**config.mk**
```make
export PLATFORM = sky130hd
export DESIGN_NAME = rpn_stack_evaluator_flat
export DESIGN_NICKNAME = d
export VERILOG_FILES = /design/src/hw/rtl/rpn_pkg.sv /design/src/hw/rtl/rpn_if.sv /design/src/hw/rtl/rpn_stack_evaluator.sv /design/src/flat_wrapper.sv
export SDC_FILE = /design/constraint.sdc
export NUM_CORES = 2
export LEC_CHECK = 0
export ABC_CLOCK_PERIOD_IN_PS = 7930
export BUFFER_PORTS_ARGS = -buffer_cell sky130_fd_sc_hd__buf_2
export CORE_MARGIN = 2
export CORE_UTILIZATION = 43
export CTS_BUF_LIST = sky130_fd_sc_hd__clkbuf_2 sky130_fd_sc_hd__clkbuf_4 sky130_fd_sc_hd__clkbuf_8
export DETAILED_ROUTE_END_ITERATION = 16
export HOLD_SLACK_MARGIN = 0.03
export SYNTH_ARGS = -nofsm -noshare
export SYNTH_HDL_FRONTEND = slang
export SYNTH_SLANG_ARGS = --single-unit
```
**constraint.sdc**
```tcl
create_clock -name clk -period 7.93 [get_ports clk]
set_input_delay 0.793 -clock clk [delete_from_list [all_inputs] [get_ports clk]]
set_output_delay 0.793 -clock clk [all_outputs]
set_load 0.02 [all_outputs]
```
**src/hw/rtl/rpn_pkg.sv**
```systemverilog
// Shared constants and types of the postfix stack evaluator.
package rpn_pkg;

	localparam int STACK_DEPTH = 16;
	localparam int DW          = 32;
	localparam int SP_W        = $clog2(STACK_DEPTH + 1);
	localparam int ADDR_W      = $clog2(STACK_DEPTH);
	localparam int CNT_W       = $clog2(DW);
	localparam int DEPTH_OUT_W = 5;

	typedef enum logic {
		MODE_PUSH  = 1'b0,
		MODE_APPLY = 1'b1
	} mode_t;

	typedef enum logic [1:0] {
		OP_ADD = 2'd0,
		OP_SUB = 2'd1,
		OP_MUL = 2'd2,
		OP_DIV = 2'd3
	} op_code_t;

	typedef enum logic [1:0] {
		ST_OK    = 2'd0,
		ST_UNDER = 2'd1,
		ST_DIV0  = 2'd2,
		ST_OVF   = 2'd3
	} status_t;

endpackage

```
**src/hw/rtl/rpn_if.sv**
```systemverilog
// Token and result channel interfaces of the postfix stack evaluator.
interface rpn_tok_if;
	logic                         valid;
	logic                         ready;
	rpn_pkg::mode_t               mode;
	logic signed [rpn_pkg::DW-1:0] operand_value;
	rpn_pkg::op_code_t            op_code;
	logic                         last_token;

	modport source (output valid, mode, operand_value, op_code, last_token, input ready);
	modport sink   (input valid, mode, operand_value, op_code, last_token, output ready);
endinterface

interface rpn_res_if;
	logic                                   valid;
	logic                                   ready;
	logic signed [rpn_pkg::DW-1:0]          top_value;
	logic [rpn_pkg::DEPTH_OUT_W-1:0]        stack_depth;
	rpn_pkg::status_t                       status;
	logic                                   done_res;

	modport source (output valid, top_value, stack_depth, status, done_res, input ready);
	modport sink   (input valid, top_value, stack_depth, status, done_res, output ready);
endinterface

```
**src/hw/rtl/rpn_stack_evaluator.sv**
```systemverilog
// Postfix stack evaluator: operand stack in a synchronous RAM, top entry cached in a register.
// States per token: push S_FIN; add/sub/mul S_READ, S_FIN; divide S_READ, S_DIV, S_DFIX, S_FIN.
// One token at a time, taken only in S_IDLE; divide uses a 32-step radix-2 restoring divider.
// A finished result waits in the output register while the next token is taken.
// Asynchronous active-low reset clears stack pointer, error latch and control; RAM is not cleared.
module rpn_stack_evaluator (
	input  logic          clk,
	input  logic          arst_n,
	rpn_tok_if.sink       tok,
	rpn_res_if.source     res
);
	import rpn_pkg::*;

	typedef enum logic [2:0] {
		S_IDLE,
		S_READ,
		S_DIV,
		S_DFIX,
		S_FIN
	} state_t;

	state_t              state_q;
	logic [SP_W-1:0]     sp_q;
	status_t             err_q;
	logic [DW-1:0]       top_q;

	// latched token
	mode_t               mode_q;
	logic [DW-1:0]       val_q;
	op_code_t            op_q;
	logic                last_q;
	status_t             item_err_q;

	// operator result and divider
	logic [DW-1:0]       res_q;
	logic [DW-1:0]       quo_q;
	logic [DW-1:0]       rem_q;
	logic [DW-1:0]       dvs_q;
	logic                neg_q;
	logic [CNT_W-1:0]    cnt_q;

	// output register
	logic                out_valid_q;
	logic [DW-1:0]       out_top_q;
	logic [DEPTH_OUT_W-1:0] out_depth_q;
	status_t             out_status_q;
	logic                out_done_q;

	// stack RAM
	logic [DW-1:0]       stack_mem [STACK_DEPTH];
	logic [DW-1:0]       rd_data_q;
	logic                mem_we;
	logic [ADDR_W-1:0]   mem_waddr;
	logic [DW-1:0]       mem_wdata;
	logic                mem_re;
	logic [ADDR_W-1:0]   mem_raddr;

	logic                fire_tok;
	logic                slot_free;
	logic                commit;
	logic [SP_W-1:0]     nxt_sp;
	logic [DW-1:0]       nxt_top;
	status_t             nxt_err;
	logic [DW-1:0]       opa;
	logic [DW-1:0]       opb;
	logic [DW:0]         trial;

	// handshake
	assign tok.ready = (state_q == S_IDLE);
	assign fire_tok  = tok.valid && tok.ready;
	assign slot_free = !out_valid_q || res.ready;
	assign commit    = (state_q == S_FIN) && slot_free;

	assign res.valid       = out_valid_q;
	assign res.top_value   = out_top_q;
	assign res.stack_depth = out_depth_q;
	assign res.status      = out_status_q;
	assign res.done_res    = out_done_q;

	// operands of the operator: second entry from RAM, top from cache
	assign opa   = rd_data_q;
	assign opb   = top_q;
	assign trial = {rem_q, quo_q[DW-1]} - {1'b0, dvs_q};

	// read second entry when an operator with two operands is taken
	always_comb begin
		mem_re    = fire_tok && (tok.mode == MODE_APPLY) && (sp_q >= SP_W'(2));
		mem_raddr = ADDR_W'(sp_q - SP_W'(2));
	end

	// next stack state of the token in flight
	always_comb begin
		nxt_sp    = sp_q;
		nxt_top   = top_q;
		mem_we    = 1'b0;
		mem_waddr = ADDR_W'(sp_q);
		mem_wdata = val_q;
		if (item_err_q == ST_OK) begin
			if (mode_q == MODE_PUSH) begin
				nxt_sp    = sp_q + SP_W'(1);
				nxt_top   = val_q;
				mem_we    = commit;
			end else begin
				nxt_sp    = sp_q - SP_W'(1);
				nxt_top   = res_q;
				mem_we    = commit;
				mem_waddr = ADDR_W'(sp_q - SP_W'(2));
				mem_wdata = res_q;
			end
		end
		nxt_err = (err_q == ST_OK) ? item_err_q : err_q;
	end

	// stack RAM: one write port, one registered read port
	always_ff @(posedge clk) begin
		if (mem_we)
			stack_mem[mem_waddr] <= mem_wdata;
		if (mem_re)
			rd_data_q <= stack_mem[mem_raddr];
	end

	// sequencer, datapath and output register
	always_ff @(posedge clk or negedge arst_n) begin
		if (!arst_n) begin
			state_q      <= S_IDLE;
			sp_q         <= '0;
			err_q        <= ST_OK;
			top_q        <= '0;
			mode_q       <= MODE_PUSH;
			val_q        <= '0;
			op_q         <= OP_ADD;
			last_q       <= 1'b0;
			item_err_q   <= ST_OK;
			res_q        <= '0;
			quo_q        <= '0;
			rem_q        <= '0;
			dvs_q        <= '0;
			neg_q        <= 1'b0;
			cnt_q        <= '0;
			out_valid_q  <= 1'b0;
			out_top_q    <= '0;
			out_depth_q  <= '0;
			out_status_q <= ST_OK;
			out_done_q   <= 1'b0;
		end else begin
			// load the result at commit, drop it once taken
			if (commit)
				out_valid_q <= 1'b1;
			else if (res.ready)
				out_valid_q <= 1'b0;

			unique case (state_q)
				S_IDLE: begin
					if (fire_tok) begin
						mode_q     <= tok.mode;
						val_q      <= tok.operand_value;
						op_q       <= tok.op_code;
						last_q     <= tok.last_token;
						if (tok.mode == MODE_PUSH) begin
							item_err_q <= (sp_q >= SP_W'(STACK_DEPTH)) ? ST_OVF : ST_OK;
							state_q    <= S_FIN;
						end else if (sp_q < SP_W'(2)) begin
							item_err_q <= ST_UNDER;
							state_q    <= S_FIN;
						end else begin
							item_err_q <= ST_OK;
							state_q    <= S_READ;
						end
					end
				end
				S_READ: begin
					unique case (op_q)
						OP_ADD: begin
							res_q   <= opa + opb;
							state_q <= S_FIN;
						end
						OP_SUB: begin
							res_q   <= opa - opb;
							state_q <= S_FIN;
						end
						OP_MUL: begin
							res_q   <= DW'(opa * opb);
							state_q <= S_FIN;
						end
						OP_DIV: begin
							if (opb == '0) begin
								item_err_q <= ST_DIV0;
								state_q    <= S_FIN;
							end else begin
								quo_q   <= opa[DW-1] ? (DW'(0) - opa) : opa;
								dvs_q   <= opb[DW-1] ? (DW'(0) - opb) : opb;
								rem_q   <= '0;
								neg_q   <= opa[DW-1] ^ opb[DW-1];
								cnt_q   <= CNT_W'(DW - 1);
								state_q <= S_DIV;
							end
						end
					endcase
				end
				S_DIV: begin
					// one restoring step per cycle, dividend shifts out of quo_q
					if (!trial[DW]) begin
						rem_q <= trial[DW-1:0];
						quo_q <= {quo_q[DW-2:0], 1'b1};
					end else begin
						rem_q <= {rem_q[DW-2:0], quo_q[DW-1]};
						quo_q <= {quo_q[DW-2:0], 1'b0};
					end
					cnt_q <= cnt_q - CNT_W'(1);
					if (cnt_q == '0)
						state_q <= S_DFIX;
				end
				S_DFIX: begin
					res_q   <= neg_q ? (DW'(0) - quo_q) : quo_q;
					state_q <= S_FIN;
				end
				S_FIN: begin
					// commit stack state and load the result when the slot is free
					if (slot_free) begin
						out_top_q    <= (nxt_sp != '0) ? nxt_top : '0;
						out_depth_q  <= DEPTH_OUT_W'(nxt_sp);
						out_status_q <= nxt_err;
						out_done_q   <= last_q;
						top_q        <= nxt_top;
						sp_q         <= last_q ? '0 : nxt_sp;
						err_q        <= last_q ? ST_OK : nxt_err;
						state_q      <= S_IDLE;
					end
				end
				default: state_q <= S_IDLE;
			endcase
		end
	end

`ifndef SYNTHESIS
	a_sp_bound: assert property (@(posedge clk) disable iff (!arst_n)
		sp_q <= SP_W'(STACK_DEPTH))
		else $error("stack pointer beyond stack depth");

	a_read_two: assert property (@(posedge clk) disable iff (!arst_n)
		(state_q == S_READ) |-> (sp_q >= SP_W'(2)))
		else $error("operator read with fewer than two entries");

	a_div_nonzero: assert property (@(posedge clk) disable iff (!arst_n)
		(state_q == S_DIV) |-> (dvs_q != '0))
		else $error("divider running on zero divisor");

	a_err_hold: assert property (@(posedge clk) disable iff (!arst_n)
		(err_q != ST_OK && !(commit && last_q)) |=> (err_q == $past(err_q)))
		else $error("latched error changed before end of expression");

	a_last_clear: assert property (@(posedge clk) disable iff (!arst_n)
		(commit && last_q) |=> (sp_q == '0 && err_q == ST_OK))
		else $error("stack not cleared after last token");
`endif

endmodule
```
**src/flat_wrapper.sv**
```systemverilog
// flat-port wrapper written by rule: the top's interface ports become plain ports
module rpn_stack_evaluator_flat import rpn_pkg::*;
  (clk, arst_n, tok_valid, tok_mode, tok_operand_value, tok_op_code, tok_last_token, tok_ready, res_valid, res_top_value, res_stack_depth, res_status, res_done_res, res_ready);
  rpn_tok_if tok_i ();
  rpn_res_if res_i ();
  input  logic clk;
  input  logic arst_n;
  input wire logic [$bits(tok_i.valid)-1:0] tok_valid;
  input wire logic [$bits(tok_i.mode)-1:0] tok_mode;
  input wire logic [$bits(tok_i.operand_value)-1:0] tok_operand_value;
  input wire logic [$bits(tok_i.op_code)-1:0] tok_op_code;
  input wire logic [$bits(tok_i.last_token)-1:0] tok_last_token;
  output wire logic [$bits(tok_i.ready)-1:0] tok_ready;
  output wire logic [$bits(res_i.valid)-1:0] res_valid;
  output wire logic [$bits(res_i.top_value)-1:0] res_top_value;
  output wire logic [$bits(res_i.stack_depth)-1:0] res_stack_depth;
  output wire logic [$bits(res_i.status)-1:0] res_status;
  output wire logic [$bits(res_i.done_res)-1:0] res_done_res;
  input wire logic [$bits(res_i.ready)-1:0] res_ready;
  assign tok_i.valid = tok_valid;
  assign tok_i.mode = tok_mode;
  assign tok_i.operand_value = tok_operand_value;
  assign tok_i.op_code = tok_op_code;
  assign tok_i.last_token = tok_last_token;
  assign tok_ready = tok_i.ready;
  assign res_valid = res_i.valid;
  assign res_top_value = res_i.top_value;
  assign res_stack_depth = res_i.stack_depth;
  assign res_status = res_i.status;
  assign res_done_res = res_i.done_res;
  assign res_i.ready = res_ready;
  rpn_stack_evaluator u_core (.clk(clk), .arst_n(arst_n), .tok(tok_i), .res(res_i));
endmodule
```
==> impl_metrics.toml <==
[floorplanning]
floorplan.core_area_um2 = 123000
io-pin-count = 82
dieHeight_um = 356
die_area_um2 = 126000
chipWidth_um = 356
std_cell_rows = 129
floorplan.initialDensity = 0.432

[final_layout]
final.fill_count = 11100
layout-area-overhead-vs-synth_pct = 10.3
final_nets = 5332
drive_above_1_share = 0.138

[cts]
cts.htree.levels = 4
clock_latency_ns = 0.82
clock_tree_root = "sky130_fd_sc_hd__clkbuf_8"
cts-root-to-sink-buffers = 3
clk_pin_slew_worst_paths_ns = 0.06
tritoncts = "built"
number_of_buffers_created_by_cts = 132
cts.sink_count = 799

[critical_path]
setup.worst_path.start_class = "register"
timing.rr.end = "u_core.res_q[31]$_DFFE_PN0P_"
worst-endpoint-arrival_ns = 8.24
ff2ff_setup_slack_ns = 0.38
cp_slowest_stage_delay_ns = 0.57
setup.worst_path.class = "register to register"
worstPathRequired_ns = 8.62
critical_path.endpoint_type = "register"
regToRegStartpoint = "u_core.opa[13]$_DFFE_PP_"
timing.critical_path.slowest_stage_cell = "sky130_fd_sc_hd__fa_1"
timing.critical_path.cells = "buf_4, and2_1, fa_1, fa_1, fa_1, inv_1, fa_1, inv_1, fa_1, fa_1, fa_1, fa_1, ha_1, and3_1, a31oi_1, a31oi_1, or3_1, a31oi_1, buf_4, nor4_1, o31ai_1, xnor2_1, and3_1, a211oi_1"
crit_top_cell = "sky130_fd_sc_hd__fa_1"
worstPathMaxFanout = 12
path_depth_of_the_worst_reg2reg_path = 24

[grt]
gr_overflow_total = 0
globalRoute.busiestLayer = "met2"
antenna_found_initial = 8
grt_pass1_vias = 36400
grt_start_max_net_pins = 135
globalRouteMet1Util = 0.345
global_route.usage.met2 = 0.397
global_route.usage.met3 = 0.0329
grt_first_pass_wirelength_um = 231000
grtUsageTotal = 0.245

[synth]
largest_cells_by_area_after_synthesis = "sky130_fd_sc_hd__edfxtp_1 (31%), sky130_fd_sc_hd__fa_1 (15%), sky130_fd_sc_hd__dfrtp_1 (12%), sky130_fd_sc_hd__mux4_2 (6.8%), sky130_fd_sc_hd__ha_1 (4.8%)"
mappedNetlistNets = 5257
post_synth_num_cell_types = 75
synth_enable_flop_cells = 544
synth.most_common_cell = "sky130_fd_sc_hd__nand2_1"
yosys_most_used_dff = "sky130_fd_sc_hd__edfxtp_1"
yosysWarnings = 0
netlist.area_leader.share = 0.307
synth.cell_area_um2 = 53200
ys_seq_elements = 799
synth.largest_area_cell = "sky130_fd_sc_hd__edfxtp_1"
synth_async_sr_flop_share = 0.319
synth_common_cells = "sky130_fd_sc_hd__nand2_1 (614), sky130_fd_sc_hd__edfxtp_1 (544), sky130_fd_sc_hd__inv_1 (438)"
seq_area_frac_synth = 0.427
syn-instance-count = 4604
avgSynthCellArea_um2 = 11.5

[route]
route.detailed.wl_per_inst_um = 23.7
drt_iter0_drc = 2940
total_wirelength_of_the_detailed_routed_design_um = 152000
drt-vias-per-instance = 5.51
drt.antenna.violating_nets = 0
drt_first_pass_iters = 6
num_vias = 35300
drcViolationCount = 0

[sta]
rsz0062_at_grt = "false"
pin_slew_with_the_least_headroom_to_its_limit_ns = 1.26
hold_violations = 0
final_period_minus_worst_setup_slack_ns = 7.55
finalMaxSlewViolations = 0
timing.fmax_mhz = 132
finClkSkew_ns = 0.0521
timing.setup.tns_ns = 0
setup_viol_count_final = 0
max_slew_margin = 0.159
period_share = 0.952

[flow_run]
cap_violations = 0

[status]
status = "finished clean"

[place]
place.port_buffers = 81
place.gp.congestion = 0.936
dp_hpwl_um = 108000

[worst_hold_path]
min-delay-start = "tok_operand_value[2]"
hp-class = "input pin to register"
hold_path_end = "u_core.val_q[2]$_DFFE_PN0P_"
hold_path_depth = 3
-- layout make-up --
cell class | instances | area, µm² | area share
multi-input cells | 3084 | 27900 | 0.476
flip-flops and latches | 799 | 22700 | 0.388
clock buffers | 185 | 2300 | 0.0393
well taps | 1637 | 2050 | 0.0349
inverters | 438 | 1640 | 0.0280
repair buffers | 224 | 1540 | 0.0262
clock inverters | 47 | 463 | 0.00790
diodes | 4 | 10.0 | 0.000171
-- logic make-up (layout without fill, tap and decap cells) --
logic type,Yosys count,count (layout),synth area share
compound gates,670,670,0.0777
simple gates,1319,1319,0.118
mux,224,224,0.0799
buf+inv,721,894,0.0519
fa+ha+maj,613,613,0.202
flops,799,799,0.427
other cells,0,4,0
xor+xnor,258,258,0.0425
-- worst max-delay path by stage --
stage,from,endpoint,depth (start not counted)
after floorplan,u_core.opb[7]$_DFFE_PN0P_,u_core.res_q[30]$_DFFE_PN0P_,26
final,u_core.opa[13]$_DFFE_PP_,u_core.res_q[31]$_DFFE_PN0P_,24
after global routing,u_core.opa[14]$_DFFE_PP_,u_core.res_q[30]$_DFFE_PN0P_,25
after detailed placement,u_core.opa[14]$_DFFE_PP_,u_core.res_q[30]$_DFFE_PN0P_,24
after global placement,u_core.opa[13]$_DFFE_PP_,u_core.res_q[30]$_DFFE_PN0P_,24
after CTS,u_core.opb[5]$_DFFE_PN0P_,u_core.res_q[30]$_DFFE_PN0P_,24
-- critical path: cells and delay by family, from the launching register on --
kind | cells | cell delay, ns
adders and majority gates | 9 | 4.30
and+or+nand+nor | 5 | 0.96
xor gates and xnor gates | 1 | 0.14
AOI/OAI and AO/OA | 5 | 1.00
DFF | 1 | 0.52
buffers and inverters | 4 | 0.53
-- what timing repair did --
action / CTS / global route
hold buffers: 1 / 0
resized for setup: 0 / 5
endpoints found under the hold margin: 62 / 0
endpoints found under the setup margin: 0 / 2
setup buffers: 0 / 1
-- flip-flops by register name, indices dropped and copies added (netlist names), 3 cells and up --
name and cells:
u_core.stack_mem 512, u_core.dvs_q 32, u_core.opa 32, u_core.opb 32, u_core.quo_q 32, u_core.rem_q 32
u_core.res.top_value 32, u_core.res_q 32, u_core.val_q 32, u_core.cnt_q 5, u_core.res.stack_depth 5, u_core.sp_q 5
u_core.state_q 3
-- per-stage QoR --
step                hold slack [ns]  setup slack (ns)  instance area [µm²]   util  cells
floorplan                     0.448             0.658                53200      -   4604
global placement              0.453             0.381                55800  0.453   6180
detailed placement            0.458             0.404                55800  0.453   6180
CTS                           0.112             0.335                58600  0.476   6413
global route                  0.139            0.0220                58600  0.476   6415
finish                        0.166             0.381                58600  0.476   6418
-- metal layers --
layer / wire (µm) / share of wire
met4: 3970 / 0.026
met1: 66400 / 0.44
met5: 13 / 0.000086
met3: 9370 / 0.062
met2: 72200 / 0.48
-- cells in the final DEF (no fill, tap or decap), drive strengths merged, types with 32 or more instances in the layout --
cell,count
a21o,38
a21oi,96
and2,313
buf,223
clkbuf,185
clkinv,32
dfrtp,255
edfxtp,544
fa,411
ha,202
inv,449
mux2i,62
mux4,160
nand2,614
nand3,51
nor2,159
nor2b,32
nor3,36
o21a,49
o21ai,282
o22ai,34
xnor2,178
xor2,80
Power is left out: the tool's default activity adds up to more than one toggle a clock period on the data nets, which glitch-free logic cannot reach.
